### config.mk
export PLATFORM = sky130hd
export DESIGN_NAME = bitfield_pixel_premultiply_core
export DESIGN_NICKNAME = d
export VERILOG_FILES = /design/src/design/bpp_pkg.sv /design/src/design/bitfield_pixel_premultiply_core.sv
export VERILOG_INCLUDE_DIRS = /design/src /design/src/design
export SDC_FILE = /design/constraint.sdc
export NUM_CORES = 1
export LEC_CHECK = 0
export ABC_AREA = 1
export CAP_MARGIN = 20
export CORE_UTILIZATION = 50
export CTS_CLUSTER_DIAMETER = 50
export DETAILED_ROUTE_END_ITERATION = 8
export DONT_BUFFER_PORTS = 1
export GPL_TIMING_DRIVEN = 0
export PLACE_DENSITY = 0.66
export SLEW_MARGIN = 20
export SYNTH_ARGS = -nofsm -noshare
export SYNTH_HDL_FRONTEND = slang
export SYNTH_SLANG_ARGS = --single-unit
### constraint.sdc
create_clock -name clock -period 9.43 [get_ports clock]
set_input_delay 1.886 -clock clock [delete_from_list [all_inputs] [get_ports clock]]
set_output_delay 1.886 -clock clock [all_outputs]
set_load 0.02 [all_outputs]
### src/design/bitfield_pixel_premultiply_core_macros.svh
// Assertion helpers shared by the design files.
`ifndef BITFIELD_PIXEL_PREMULTIPLY_CORE_MACROS_SVH
`define BITFIELD_PIXEL_PREMULTIPLY_CORE_MACROS_SVH

// Same-cycle implication, checked on every rising clock edge outside reset.
`define BPP_ASSERT_NOW(label, ante, cons) \
   label: assert property (@(posedge clock) disable iff (reset) (ante) |-> (cons)) \
      else $error("bpp assertion failed");

// Next-cycle implication, checked on every rising clock edge outside reset.
`define BPP_ASSERT_NEXT(label, ante, cons) \
   label: assert property (@(posedge clock) disable iff (reset) (ante) |=> (cons)) \
      else $error("bpp assertion failed");

`endif

### src/design/bpp_pkg.sv
package bpp_pkg;

   localparam int unsigned PixelWidth    = 32;
   localparam int unsigned ChanWidth     = 8;
   localparam int unsigned ShiftWidth    = 5;
   localparam int unsigned RegIndexWidth = 2;

   typedef logic [PixelWidth-1:0] word_type;
   typedef logic [ChanWidth-1:0]  chan_type;
   typedef logic [ShiftWidth-1:0] shift_type;

   typedef enum logic [RegIndexWidth-1:0] {
      REG_RED_MASK   = 2'd0,
      REG_GREEN_MASK = 2'd1,
      REG_BLUE_MASK  = 2'd2
   } reg_index_type;

   localparam word_type RedMaskReset   = 32'h00FF_0000;
   localparam word_type GreenMaskReset = 32'h0000_FF00;
   localparam word_type BlueMaskReset  = 32'h0000_00FF;
   localparam chan_type ChanMax        = 8'hFF;
   localparam logic [15:0] RoundBias   = 16'd127;

   // Position of the lowest set bit; an empty mask gives 0.
   function automatic shift_type low_bit_pos(word_type m);
      shift_type pos;
      pos = '0;
      for (int i = PixelWidth - 1; i >= 0; i--) begin
         if (m[i]) begin
            pos = ShiftWidth'(i);
         end
      end
      return pos;
   endfunction

   // Mask, align to bit 0 and saturate to one byte.
   function automatic chan_type extract_chan(word_type px, word_type m, shift_type sh);
      word_type v;
      v = (px & m) >> sh;
      if (|v[PixelWidth-1:ChanWidth]) begin
         return ChanMax;
      end
      return v[ChanWidth-1:0];
   endfunction

   // (c*a + 127) / 255. The division uses (x + (x >> 8) + 1) >> 8, which is
   // exact for every x below 65535; x here never exceeds 65152.
   function automatic chan_type premul(chan_type c, chan_type a);
      logic [15:0] prod;
      logic [15:0] biased;
      logic [15:0] fold;
      prod   = 16'(c) * 16'(a);
      biased = prod + RoundBias;
      fold   = biased + {8'd0, biased[15:8]} + 16'd1;
      return fold[15:8];
   endfunction

endpackage

### src/design/bitfield_pixel_premultiply_core.sv
// Unpacks 32-bit bitfield pixels into premultiplied ARGB8888
// (alpha[31:24], red[23:16], green[15:8], blue[7:0]). Red, green and blue are
// picked out by the three mask registers, and alpha takes every bit none of
// them covers. The block accepts one pixel every cycle unless the output stalls;
// each pixel passes through the input register, then the extract, 8x8 multiply
// and divide-by-255 logic into the result register. The shift amounts are
// registered together with their masks, so a mask write applies to every pixel
// transferred at the same edge as the write or later.
// Writes to register index 3 are ignored; the configuration port is always ready.
`include "bitfield_pixel_premultiply_core_macros.svh"

module bitfield_pixel_premultiply_core
   import bpp_pkg::*;
(
   input  logic                     clock,
   input  logic                     reset,
   input  logic                     req_tvalid,
   output logic                     req_tready,
   input  logic [31:0]              req_tdata,   // [31:0] pixel_in
   output logic                     rsp_tvalid,
   input  logic                     rsp_tready,
   output logic [31:0]              rsp_tdata,   // [31:0] pixel_out
   input  logic                     csr_valid,
   output logic                     csr_ready,
   input  logic [RegIndexWidth-1:0] csr_index,
   input  logic [31:0]              csr_data
);

   word_type  red_mask_ff,    red_mask_in;
   word_type  green_mask_ff,  green_mask_in;
   word_type  blue_mask_ff,   blue_mask_in;
   word_type  alpha_mask_ff,  alpha_mask_in;
   shift_type red_shift_ff,   red_shift_in;
   shift_type green_shift_ff, green_shift_in;
   shift_type blue_shift_ff,  blue_shift_in;
   shift_type alpha_shift_ff, alpha_shift_in;

   logic      pix_valid_ff, pix_valid_in;
   word_type  pix_ff,       pix_in;
   logic      rsp_valid_ff, rsp_valid_in;
   word_type  rsp_data_ff,  rsp_data_in;

   logic      out_advance;
   logic      in_advance;
   chan_type  alpha_c;
   chan_type  red_c;
   chan_type  green_c;
   chan_type  blue_c;

   logic      out_stalled;
   logic      rsp_premul_ok;

   assign csr_ready   = 1'b1;
   assign out_advance = !rsp_valid_ff || rsp_tready;
   assign in_advance  = !pix_valid_ff || out_advance;
   assign req_tready  = in_advance;
   assign rsp_tvalid  = rsp_valid_ff;
   assign rsp_tdata   = rsp_data_ff;

   // Mask registers and their derived shift amounts.
   always_comb begin
      red_mask_in   = red_mask_ff;
      green_mask_in = green_mask_ff;
      blue_mask_in  = blue_mask_ff;
      if (csr_valid && csr_ready) begin
         case (csr_index)
            REG_RED_MASK:   red_mask_in   = csr_data;
            REG_GREEN_MASK: green_mask_in = csr_data;
            REG_BLUE_MASK:  blue_mask_in  = csr_data;
            default:        ;
         endcase
      end
      alpha_mask_in  = ~(red_mask_in | green_mask_in | blue_mask_in);
      red_shift_in   = low_bit_pos(red_mask_in);
      green_shift_in = low_bit_pos(green_mask_in);
      blue_shift_in  = low_bit_pos(blue_mask_in);
      alpha_shift_in = low_bit_pos(alpha_mask_in);
   end

   // Datapath from the input register to the result register.
   always_comb begin
      alpha_c = extract_chan(pix_ff, alpha_mask_ff, alpha_shift_ff);
      red_c   = premul(extract_chan(pix_ff, red_mask_ff, red_shift_ff), alpha_c);
      green_c = premul(extract_chan(pix_ff, green_mask_ff, green_shift_ff), alpha_c);
      blue_c  = premul(extract_chan(pix_ff, blue_mask_ff, blue_shift_ff), alpha_c);

      pix_valid_in = pix_valid_ff;
      pix_in       = pix_ff;
      if (in_advance) begin
         pix_valid_in = req_tvalid;
         pix_in       = req_tdata;
      end

      rsp_valid_in = rsp_valid_ff;
      rsp_data_in  = rsp_data_ff;
      if (out_advance) begin
         rsp_valid_in = pix_valid_ff;
         rsp_data_in  = {alpha_c, red_c, green_c, blue_c};
      end
   end

   always_ff @(posedge clock) begin
      if (reset) begin
         red_mask_ff    <= RedMaskReset;
         green_mask_ff  <= GreenMaskReset;
         blue_mask_ff   <= BlueMaskReset;
         alpha_mask_ff  <= ~(RedMaskReset | GreenMaskReset | BlueMaskReset);
         red_shift_ff   <= low_bit_pos(RedMaskReset);
         green_shift_ff <= low_bit_pos(GreenMaskReset);
         blue_shift_ff  <= low_bit_pos(BlueMaskReset);
         alpha_shift_ff <= low_bit_pos(~(RedMaskReset | GreenMaskReset | BlueMaskReset));
         pix_valid_ff   <= 1'b0;
         rsp_valid_ff   <= 1'b0;
      end else begin
         red_mask_ff    <= red_mask_in;
         green_mask_ff  <= green_mask_in;
         blue_mask_ff   <= blue_mask_in;
         alpha_mask_ff  <= alpha_mask_in;
         red_shift_ff   <= red_shift_in;
         green_shift_ff <= green_shift_in;
         blue_shift_ff  <= blue_shift_in;
         alpha_shift_ff <= alpha_shift_in;
         pix_valid_ff   <= pix_valid_in;
         rsp_valid_ff   <= rsp_valid_in;
      end
      pix_ff      <= pix_in;
      rsp_data_ff <= rsp_data_in;
   end

   assign out_stalled   = pix_valid_ff && rsp_valid_ff && !rsp_tready;
   assign rsp_premul_ok = (rsp_tdata[23:16] <= rsp_tdata[31:24])
                          && (rsp_tdata[15:8] <= rsp_tdata[31:24])
                          && (rsp_tdata[7:0] <= rsp_tdata[31:24]);

   // A premultiplied channel can never exceed its alpha.
   `BPP_ASSERT_NOW(a_premul_bound, rsp_tvalid, rsp_premul_ok)
   // A pixel waiting behind a stalled result stays in the input register.
   `BPP_ASSERT_NEXT(a_pix_hold, out_stalled, pix_valid_ff && $stable(pix_ff))
   // With both registers full and the output stalled, no transfer is taken.
   `BPP_ASSERT_NOW(a_full_stall, out_stalled, !req_tready)

endmodule
==> impl_metrics.csv, run 1 <==
group,metric,value,unit
setup_path,crit_type,"reg -> reg",
floorplanning,die_x,213,µm
layout,fillerInstances,4372,
sta,tightest_slew,1140,ps
layout,seq_area,4920,µm²
synth,postSynthNetCount,3639,
synth,synth-compound-area-share,15.4,%
sta,setup_tns,0,ps
clock_network,clock_path_buffers,3,
sta,slew_headroom,23.9,%
sta,hold_viol_final,0,
setup_path,crit_family,"adder cells",
place,gp_congestion,1.01,
sta,min_period,8820,ps
min_path,hold_class,"reg -> reg",
layout,n_antenna_cell,0,
drt,drt.antenna.violating_nets,0,
outcome,status,"finished, final reports clean",
synth,synth_xor_xnor_area_share,2.47,%
layout,synthToLayoutAreaGrowth,8.77,%
clock_network,cts_tree,"done",
global_routing,antenna_found_initial,0,
layout,final_cell_mix,"nand2_1 (1,050), inv_1 (493), nor2_1 (259), o21ai_0 (184), dfxtp_1 (150)",
clock_network,clk_latency,580,ps
drt,drt-pass1-iter-count,6,
global_routing,grt_max_degree,28,
clock_network,root_buffer,"clkbuf_16",
sta,rsz0062_at_grt,"no",
synth,yosysSeqAreaShare,22.2,%
clock_network,cts_inserted_buffers,30,
place,io_buffers,0,
setup_path,critPathMaxFanout,10,
layout,final_nets,3675,
synth,synth_top_area_cell,"nand2_1",
synth,yosys_warnings,0,
layout,layout_commonest_cell,"nand2_1",
synth,avgSynthCellArea,6.69,µm²
synth,synthCells,3322,
synth,synthMuxAreaShare,2.79,%
drt,viasPerCell,5.51,
synth,async_flop_share,0,%
drt,drc,0,
global_routing,grt_overflow,0,
setup_path,path_depth,41,
synth,synth_adder_area_share,18.1,%
floorplanning,fp.dieH,213,µm
sta,fin_skew,20.0,ps
drt,routed_wl,74.4,mm
clock_network,cts_sinks,214,
setup_path,cpMostUsedCell,"nand2_1",
setup_path,crit_buf_inv,7,
floorplanning,core_area,43500,µm²
synth,synth_ff_type,"dfxtp_1",
clock_network,clk_pin_slew,60,ps
synth,synth_edf_count,64,
layout,multiInputGateArea,14800,µm²
floorplanning,initial_utilization,51.1,%
global_routing,grt_use_total,33.2,%
global_routing,grt_first_pass_wirelength,115,mm
setup_path,slowest_stage,"edfxtp_1",
sta,fmax,0.113,GHz
synth,ys_ff_latch,214,
synth,synth_top_family_by_area,"simple AND/OR/NAND/NOR gates",
min_path,min_path_cells,2,
global_routing,grt_pass1_vias,21200,
place,detailedPlace.worstSlack,303,ps
synth,syn-cell-area,22200,µm²
setup_path,start_kind,"flip-flop",
flow_run,cap_viol_max_count,0,
setup_path,cp.arrival,9140,ps
setup_path,rr_worst_depth,41,
setup_path,end_kind,"flip-flop",
drt,drt_iter0_markers,1684,
floorplanning,io_pins,106,
floorplanning,row_count,76,
drt,avgRoutedWirePerCell,18.8,µm
synth,synth_top_cell_area_share,17.8,%
synth,ys_types,72,
setup_path,cp_data_required_time,9750,ps
sta,finalWorstSetupSlack,612,ps
drt,vias,21800,
sta,finalSetupViolCount,0,
layout,drive_above_1_share,6.45,%
floorplanning,design.die.area,45300,µm²
clock_network,htree_levels,1,
place,place_hpwl,62.1,mm
synth,ys_top_cells_by_area,"nand2_1 (18%), dfxtp_1 (14%), fa_1 (11%), edfxtp_1 (8.7%), inv_1 (8.3%)",
setup_path,critPathMaxStageDelay,630,ps
sta,slew_violations,0,
synth,synth-simple-area-share,27.3,%
sta,period_share,93.5,%
## tightest hold or removal path: cells and delay by family, from the launching register on
kind / cells / cell delay [ps]
buf+inv: 1 / 50
flops: 1 / 320
compound gates: 1 / 50
## through the flow
| stage | hold WS (ps) | utilization, % | area, µm² | std cells |
|---|---|---|---|---|
| floorplan | 430 | - | 22200 | 3322 |
| global placement | 438 | 52.8 | 22900 | 3907 |
| detailed placement | 457 | 53.0 | 23000 | 3909 |
| CTS | 469 | 55.4 | 24100 | 3964 |
| global route | 493 | 55.6 | 24200 | 3966 |
| finish | 469 | 55.6 | 24200 | 3966 |
## sequential cells by signal, indices dropped and copies added (netlist names)
register / count
blue_mask_ff: 32
red_mask_ff: 32
green_shift_ff: 5
blue_shift_ff: 5
pix_ff: 32
pix_valid_ff: 1
alpha_mask_ff: 32
red_shift_ff: 5
rsp_tdata: 32
rsp_tvalid: 1
alpha_shift_ff: 5
green_mask_ff: 32
## layer usage
metal / vias to the layer above / track usage [%] / routed length [µm]
li1: 10700 / - / -
met5: - / 0 / 0
met1: 10200 / 40.4 / 31200
met4: 0 / 17.7 / 4200
met2: 734 / 56.6 / 34500
met3: 195 / 4.77 / 4430
## synthesized netlist by cell type, types with 7 or more instances
master / instances
nand2_1: 1053
inv_1: 493
nor2_1: 259
o21ai_0: 184
dfxtp_1: 150
o21ai_1: 144
fa_1: 126
ha_1: 120
nand3_1: 109
a21oi_1: 85
clkbuf_1: 69
edfxtp_1: 64
mux2i_1: 57
xor2_1: 54
a31oi_1: 38
o211ai_1: 35
buf_2: 34
nor4_1: 19
inv_2: 18
nand4_1: 15
o21ai_2: 15
buf_1: 14
nor3_1: 14
buf_6: 13
o21bai_1: 9
nand2_2: 8
a211oi_1: 7
a21o_1: 7
## worst paths after layout
check	startpoint	end	slack (ps)
worst max-delay path	pix_ff[12]$_DFFE_PP_	rsp_tdata[15]$_DFFE_PP_	610
worst max register to register	pix_ff[12]$_DFFE_PP_	rsp_tdata[15]$_DFFE_PP_	610
worst min-delay path	pix_valid_ff$_SDFFE_PP0P_	rsp_tvalid$_SDFFE_PP0P_	470
worst min register to register	pix_valid_ff$_SDFFE_PP0P_	rsp_tvalid$_SDFFE_PP0P_	470
## final cells by class
class	instances	share of cell area (%)
multi-input cells	2458	61.1
flip-flops and latches	214	20.4
clock inverters	15	0.870
repair buffers	4	0.228
well taps	585	3.03
clock buffers	40	3.52
plain buffers	135	2.86
inverters	515	8.01
## kinds of logic after synthesis
group / count (synthesis)
flops: 214
fa+ha+maj: 246
compound gates: 581
simple gates: 1509
mux: 60
xor+xnor: 61
buf+inv: 650
other cells: 1
## what timing repair did
item                       4_1_cts  5_1_grt
buffers inserted                 0        2
setup endpoints to repair        0       16
resized for setup                0       36
hold buffers                     0        0
Power of run 1 is not shown: default switching activity piles up to over one toggle a cycle in this logic, so the estimate is an artifact.
==> inputs of run 2 (changes only) <==
--- a/config.mk
+++ b/config.mk
@@ -14,6 +14,7 @@
 export DONT_BUFFER_PORTS = 1
 export GPL_TIMING_DRIVEN = 0
 export PLACE_DENSITY = 0.66
+export REMOVE_ABC_BUFFERS = 1
 export SLEW_MARGIN = 20
 export SYNTH_ARGS = -nofsm -noshare
 export SYNTH_HDL_FRONTEND = slang
==> run 2 against run 1 <==
Utilization is 1.6 points lower. Fmax is 0.21% higher. Die area stayed put. Worst hold slack worse by 6.8 ps. First-iteration DRC count is 4.3% lower. Critical endpoint is now rsp_tdata[7]$_DFFE_PP_. Highest routed layer unchanged. Sequential cell count stayed put.
==> impl_metrics.csv, run 2 (synthesis gave the netlist of run 1 again) <==
group,metric,value,unit
layout,final_cell_mix,"nand2_1 (1,049), inv_1 (492), nor2_1 (258), o21ai_0 (184), o21ai_1 (143)",
sta,hold_viol_final,0,
setup_path,cp.arrival,9120,ps
sta,period_share,93.3,%
drt,viasPerCell,5.55,
drt,wl_met2,30.9,mm
layout,synthToLayoutAreaGrowth,5.73,%
sta,fmax,0.114,GHz
layout,post-route-util,54.0,%
layout,final_nets,3540,
setup_path,critPathMaxStageDelay,530,ps
setup_path,slowest_stage,"fa_1",
global_routing,grt_pass1_vias,20200,
layout,drive_above_1_share,4.99,%
floorplanning,design.die.area,45300,µm²
setup_path,cpMostUsedCell,"inv_1",
drt,routed_wl,66.9,mm
global_routing,antenna_found_initial,0,
setup_path,cp_data_required_time,9750,ps
flow_run,cap_viol_max_count,0,
layout,fin_area,23500,µm²
floorplanning,fp.dieH,213,µm
place,gp_congestion,0.984,
sta,fin_skew,22.1,ps
min_path,hold_class,"reg -> reg",
clock_network,cts_tree,"done",
sta,finalSetupViolCount,0,
global_routing,grt_use_total,29.7,%
floorplanning,die_x,213,µm
layout,fillerInstances,4403,
global_routing,grt_first_pass_wirelength,106,mm
drt,top_layer,"met4",
layout,n_antenna_cell,0,
sta,tightest_slew,1150,ps
drt,drt.antenna.violating_nets,0,
place,place_area,22400,µm²
floorplanning,core_area,43500,µm²
clock_network,root_buffer,"clkbuf_16",
drt,drt-pass1-iter-count,6,
sta,slew_headroom,22.8,%
sta,slew_violations,0,
setup_path,critPathMaxFanout,39,
floorplanning,io_pins,106,
setup_path,start_kind,"flip-flop",
drt,drt_iter0_markers,1612,
clock_network,htree_levels,1,
global_routing,grt_max_degree,104,
drt,avgRoutedWirePerCell,17.5,µm
drt,vias,21300,
drt,drc,0,
global_routing,grt_overflow,0,
clock_network,clk_pin_slew,60,ps
clock_network,cts_sinks,214,
setup_path,crit_type,"reg -> reg",
sta,rsz0062_at_grt,"yes",
setup_path,end_kind,"flip-flop",
sta,min_period,8800,ps
outcome,status,"finished, final reports clean",
drt,met1_length,28.8,mm
clock_network,cts_inserted_buffers,29,
floorplanning,row_count,76,
floorplanning,initial_utilization,51.1,%
clock_network,clk_latency,590,ps
drt,routed-wl-met3,4.20,mm
clock_network,clock_path_buffers,3,
clock_network,cts_hold_buffers,0,
place,io_buffers,0,
layout,layout_commonest_cell,"nand2_1",
place,place_hpwl,53.8,mm
## run 2: cell types whose count changed in the layout (fill, tap and decap cells not counted), moves of 4 or more
cell | before | now
clkbuf_2 | 15 | 0
dfxtp_2 | 0 | 9
buf_2 | 34 | 0
buf_1 | 13 | 0
inv_4 | 1 | 5
buf_4 | 6 | 0
dfxtp_1 | 150 | 138
clkbuf_1 | 60 | 4
buf_6 | 13 | 0
## run 2: worst paths after layout
check	endpoint	slack (ps)	start	cells after the start
worst min register to register	rsp_tvalid$_SDFFE_PP0P_	460	pix_valid_ff$_SDFFE_PP0P_	2
worst max-delay path	rsp_tdata[7]$_DFFE_PP_	630	blue_shift_ff[0]$_SDFF_PP0_	45
worst min-delay path	rsp_tvalid$_SDFFE_PP0P_	460	pix_valid_ff$_SDFFE_PP0P_	2
worst max register to register	rsp_tdata[7]$_DFFE_PP_	630	blue_shift_ff[0]$_SDFF_PP0_	45
## run 2: what timing repair did
| item | in CTS | in global routing |
|---|---|---|
| endpoints found under the setup margin | 17 | 24 |
| pin swaps | 0 | 0 |
| setup buffers | 0 | 1 |
| gates resized for setup | 6 | 22 |
## run 2: cell type report
cell class / instances / area, µm² / area share, %
timing repair buffer: 5 / 103 / 0.437
tap: 585 / 732 / 3.12
sequential: 214 / 4950 / 21.1
multi-input combinational: 2458 / 14800 / 63.0
clock buffer: 37 / 818 / 3.48
clock inverter: 16 / 140 / 0.597
inverter: 515 / 1940 / 8.28
## run 2: per-layer routing
layer  GRT usage, %  up-vias
met1           38.0    10100
met4           13.1        0
met2           49.9      675
met3           4.15      149
li1               -    10400
met5              0        -
## run 2: worst max-delay path: cells and delay by family (launching register included)
kind | cells | cell delay, ps
adder cells (fa/ha/maj) | 6 | 2630
AO/OA/AOI/OAI | 10 | 2450
AND/OR/NAND/NOR | 17 | 1930
buffers and inverters | 10 | 840
flip-flops | 1 | 440
XOR/XNOR | 2 | 230
## run 2: per-stage QoR
stage	hold WS, ps	instances	worst slack, ps	setup TNS (ps)
floorplan	424	3187	1330	0
global placement	428	3772	-395	-3520
detailed placement	457	3776	-365	-2810
CTS	466	3829	5.56	0
global route	486	3830	-33.3	-33.3
finish	463	3830	630	0
Power of run 2 is left out for the same reason.
==> inputs of run 3 (changes only) <==
--- a/config.mk
+++ b/config.mk
@@ -13,7 +13,7 @@
 export DETAILED_ROUTE_END_ITERATION = 8
 export DONT_BUFFER_PORTS = 1
 export GPL_TIMING_DRIVEN = 0
-export PLACE_DENSITY = 0.66
+export PLACE_DENSITY = 0.64
 export REMOVE_ABC_BUFFERS = 1
 export SLEW_MARGIN = 20
 export SYNTH_ARGS = -nofsm -noshare
==> run 3 against run 2 <==
Sequential share of layout area down 0.19 points. First-iteration DRC count down 3.1%. Largest cell class unchanged. Fmax about the same. Count of clock-buffer cells in the layout up 3. Worst setup slack worse by 2.5 ps. Utilization up 0.49 points. Non-clock buffer count up 4. Cell count up 0.26%.
==> impl_metrics.csv, run 3 (synthesis gave the netlist of run 1 again) <==
group,metric,value,unit
outcome,status,"finished, final reports clean",
floorplanning,die_x,213,µm
global_routing,grt_first_pass_wirelength,105,mm
layout,seq_area,4950,µm²
drt,drt.antenna.violating_nets,0,
flow_run,cap_viol_max_count,0,
setup_path,cp.arrival,9160,ps
drt,routed_wl,66.3,mm
setup_path,slowest_stage,"fa_1",
floorplanning,io_pins,106,
drt,drt-pass1-iter-count,6,
clock_network,cts_inserted_buffers,31,
global_routing,antenna_found_initial,1,
place,io_buffers,0,
min_path,hold_class,"reg -> reg",
setup_path,rrSetupSlack,630,ps
drt,vias,21200,
layout,stdcell_count,3840,
setup_path,critPathMaxStageDelay,530,ps
sta,finalSetupViolCount,0,
global_routing,grt_pass1_vias,20400,
global_routing,grt_use_total,29.6,%
floorplanning,initial_utilization,51.1,%
sta,tightest_slew,1190,ps
drt,viasPerCell,5.53,
clock_network,clk_latency,610,ps
layout,n_antenna_cell,0,
clock_network,cts_sinks,214,
sta,fin_skew,20.4,ps
place,place_hpwl,53.4,mm
clock_network,cts_hold_buffers,0,
min_path,min_path_cells,2,
setup_path,end_kind,"flip-flop",
setup_path,critPathMaxFanout,39,
min_path,hold_path_startpoint,"pix_valid_ff$_SDFFE_PP0P_",
place,place_area,22400,µm²
layout,final_nets,3547,
floorplanning,core_area,43500,µm²
sta,slew_headroom,19.9,%
setup_path,r2r-start,"blue_shift_ff[0]$_SDFF_PP0_",
clock_network,clk_pin_slew,60,ps
global_routing,grt_overflow,0,
sta,slew_violations,0,
sta,min_period,8800,ps
drt,drc,0,
setup_path,start_kind,"flip-flop",
floorplanning,design.die.area,45300,µm²
global_routing,grt_max_degree,104,
layout,fillerInstances,4463,
setup_path,cp_data_required_time,9780,ps
setup_path,crit_type,"reg -> reg",
layout,synthToLayoutAreaGrowth,6.68,%
layout,fin_area,23700,µm²
setup_path,crit_family,"adder cells",
setup_path,cpMostUsedCell,"inv_1",
sta,hold_viol_final,0,
layout,layout_commonest_cell,"nand2_1",
place,dp_cells,3775,
layout,final_cell_mix,"nand2_1 (1,049), inv_1 (492), nor2_1 (258), o21ai_0 (184), o21ai_1 (143)",
setup_path,reg2reg_to,"rsp_tdata[7]$_DFFE_PP_",
setup_path,rr_worst_depth,45,
clock_network,htree_levels,1,
sta,period_share,93.3,%
min_path,hold_end,"rsp_tvalid$_SDFFE_PP0P_",
clock_network,root_buffer,"clkbuf_16",
sta,fmax,0.114,GHz
floorplanning,fp.dieH,213,µm
layout,drive_above_1_share,5.50,%
layout,multiInputGateArea,14800,µm²
drt,drt_iter0_markers,1562,
place,gp_congestion,0.993,
floorplanning,row_count,76,
clock_network,cts_tree,"done",
drt,avgRoutedWirePerCell,17.3,µm
clock_network,clock_path_buffers,3,
setup_path,crit_buf_inv,10,
[run 3: worst min-delay path: cells and delay by family (launching register included)]
family,cells,cell delay [ps]
compound gates,1,50
flops,1,320
buf+inv,1,50
[run 3: worst max path at each step]
stage | startpoint | end | slack (ps) | depth (start not counted)
after floorplan | alpha_shift_ff[2]$_SDFF_PP0_ | rsp_tdata[23]$_DFFE_PP_ | 1330 | 41
after global placement | alpha_shift_ff[0]$_SDFF_PP0_ | rsp_tdata[7]$_DFFE_PP_ | -330 | 41
after detailed placement | alpha_shift_ff[0]$_SDFF_PP0_ | rsp_tdata[23]$_DFFE_PP_ | -320 | 45
after CTS | alpha_shift_ff[2]$_SDFF_PP0_ | rsp_tdata[23]$_DFFE_PP_ | 10 | 43
after global routing | blue_shift_ff[0]$_SDFF_PP0_ | rsp_tdata[7]$_DFFE_PP_ | -0.5 | 45
final | blue_shift_ff[0]$_SDFF_PP0_ | rsp_tdata[7]$_DFFE_PP_ | 630 | 45
[run 3: metal layers]
metal / track usage, % / up-vias / wire length, µm
li1: - / 10400 / -
met1: 37.9 / 10000 / 28700
met2: 51.1 / 672 / 31200
met3: 3.19 / 143 / 3650
met4: 11.4 / 2 / 2750
met5: 0 / - / 13
[run 3: area by class of cell]
class | instances | area share, %
Multi-Input combinational cell | 2458 | 62.6
Sequential cell | 214 | 20.9
Inverter | 515 | 8.22
Clock buffer | 40 | 3.77
Tap cell | 585 | 3.09
Clock inverter | 18 | 0.750
Timing Repair Buffer | 9 | 0.697
Timing Repair inverter | 1 | 0.0211
[run 3: through the flow]
stage                     worst slack (ps)  setup TNS (ps)  utilization [%]  hold slack, ps
after floorplan                       1330               0                -             424
after global placement                -332           -2180             51.3             432
after detailed placement              -324           -1750             51.6             452
after CTS                             10.9               0             54.1             463
after global routing                -0.466          -0.466             54.5             481
final                                  628               0             54.5             463
[run 3: repair_timing]
action / CTS / global route
gates resized for setup: 7 / 27
buffers inserted: 0 / 4
endpoints found under the setup margin: 11 / 24
gates cloned: 0 / 1
pin swaps: 0 / 4
Power of run 3 is left out for the same reason.
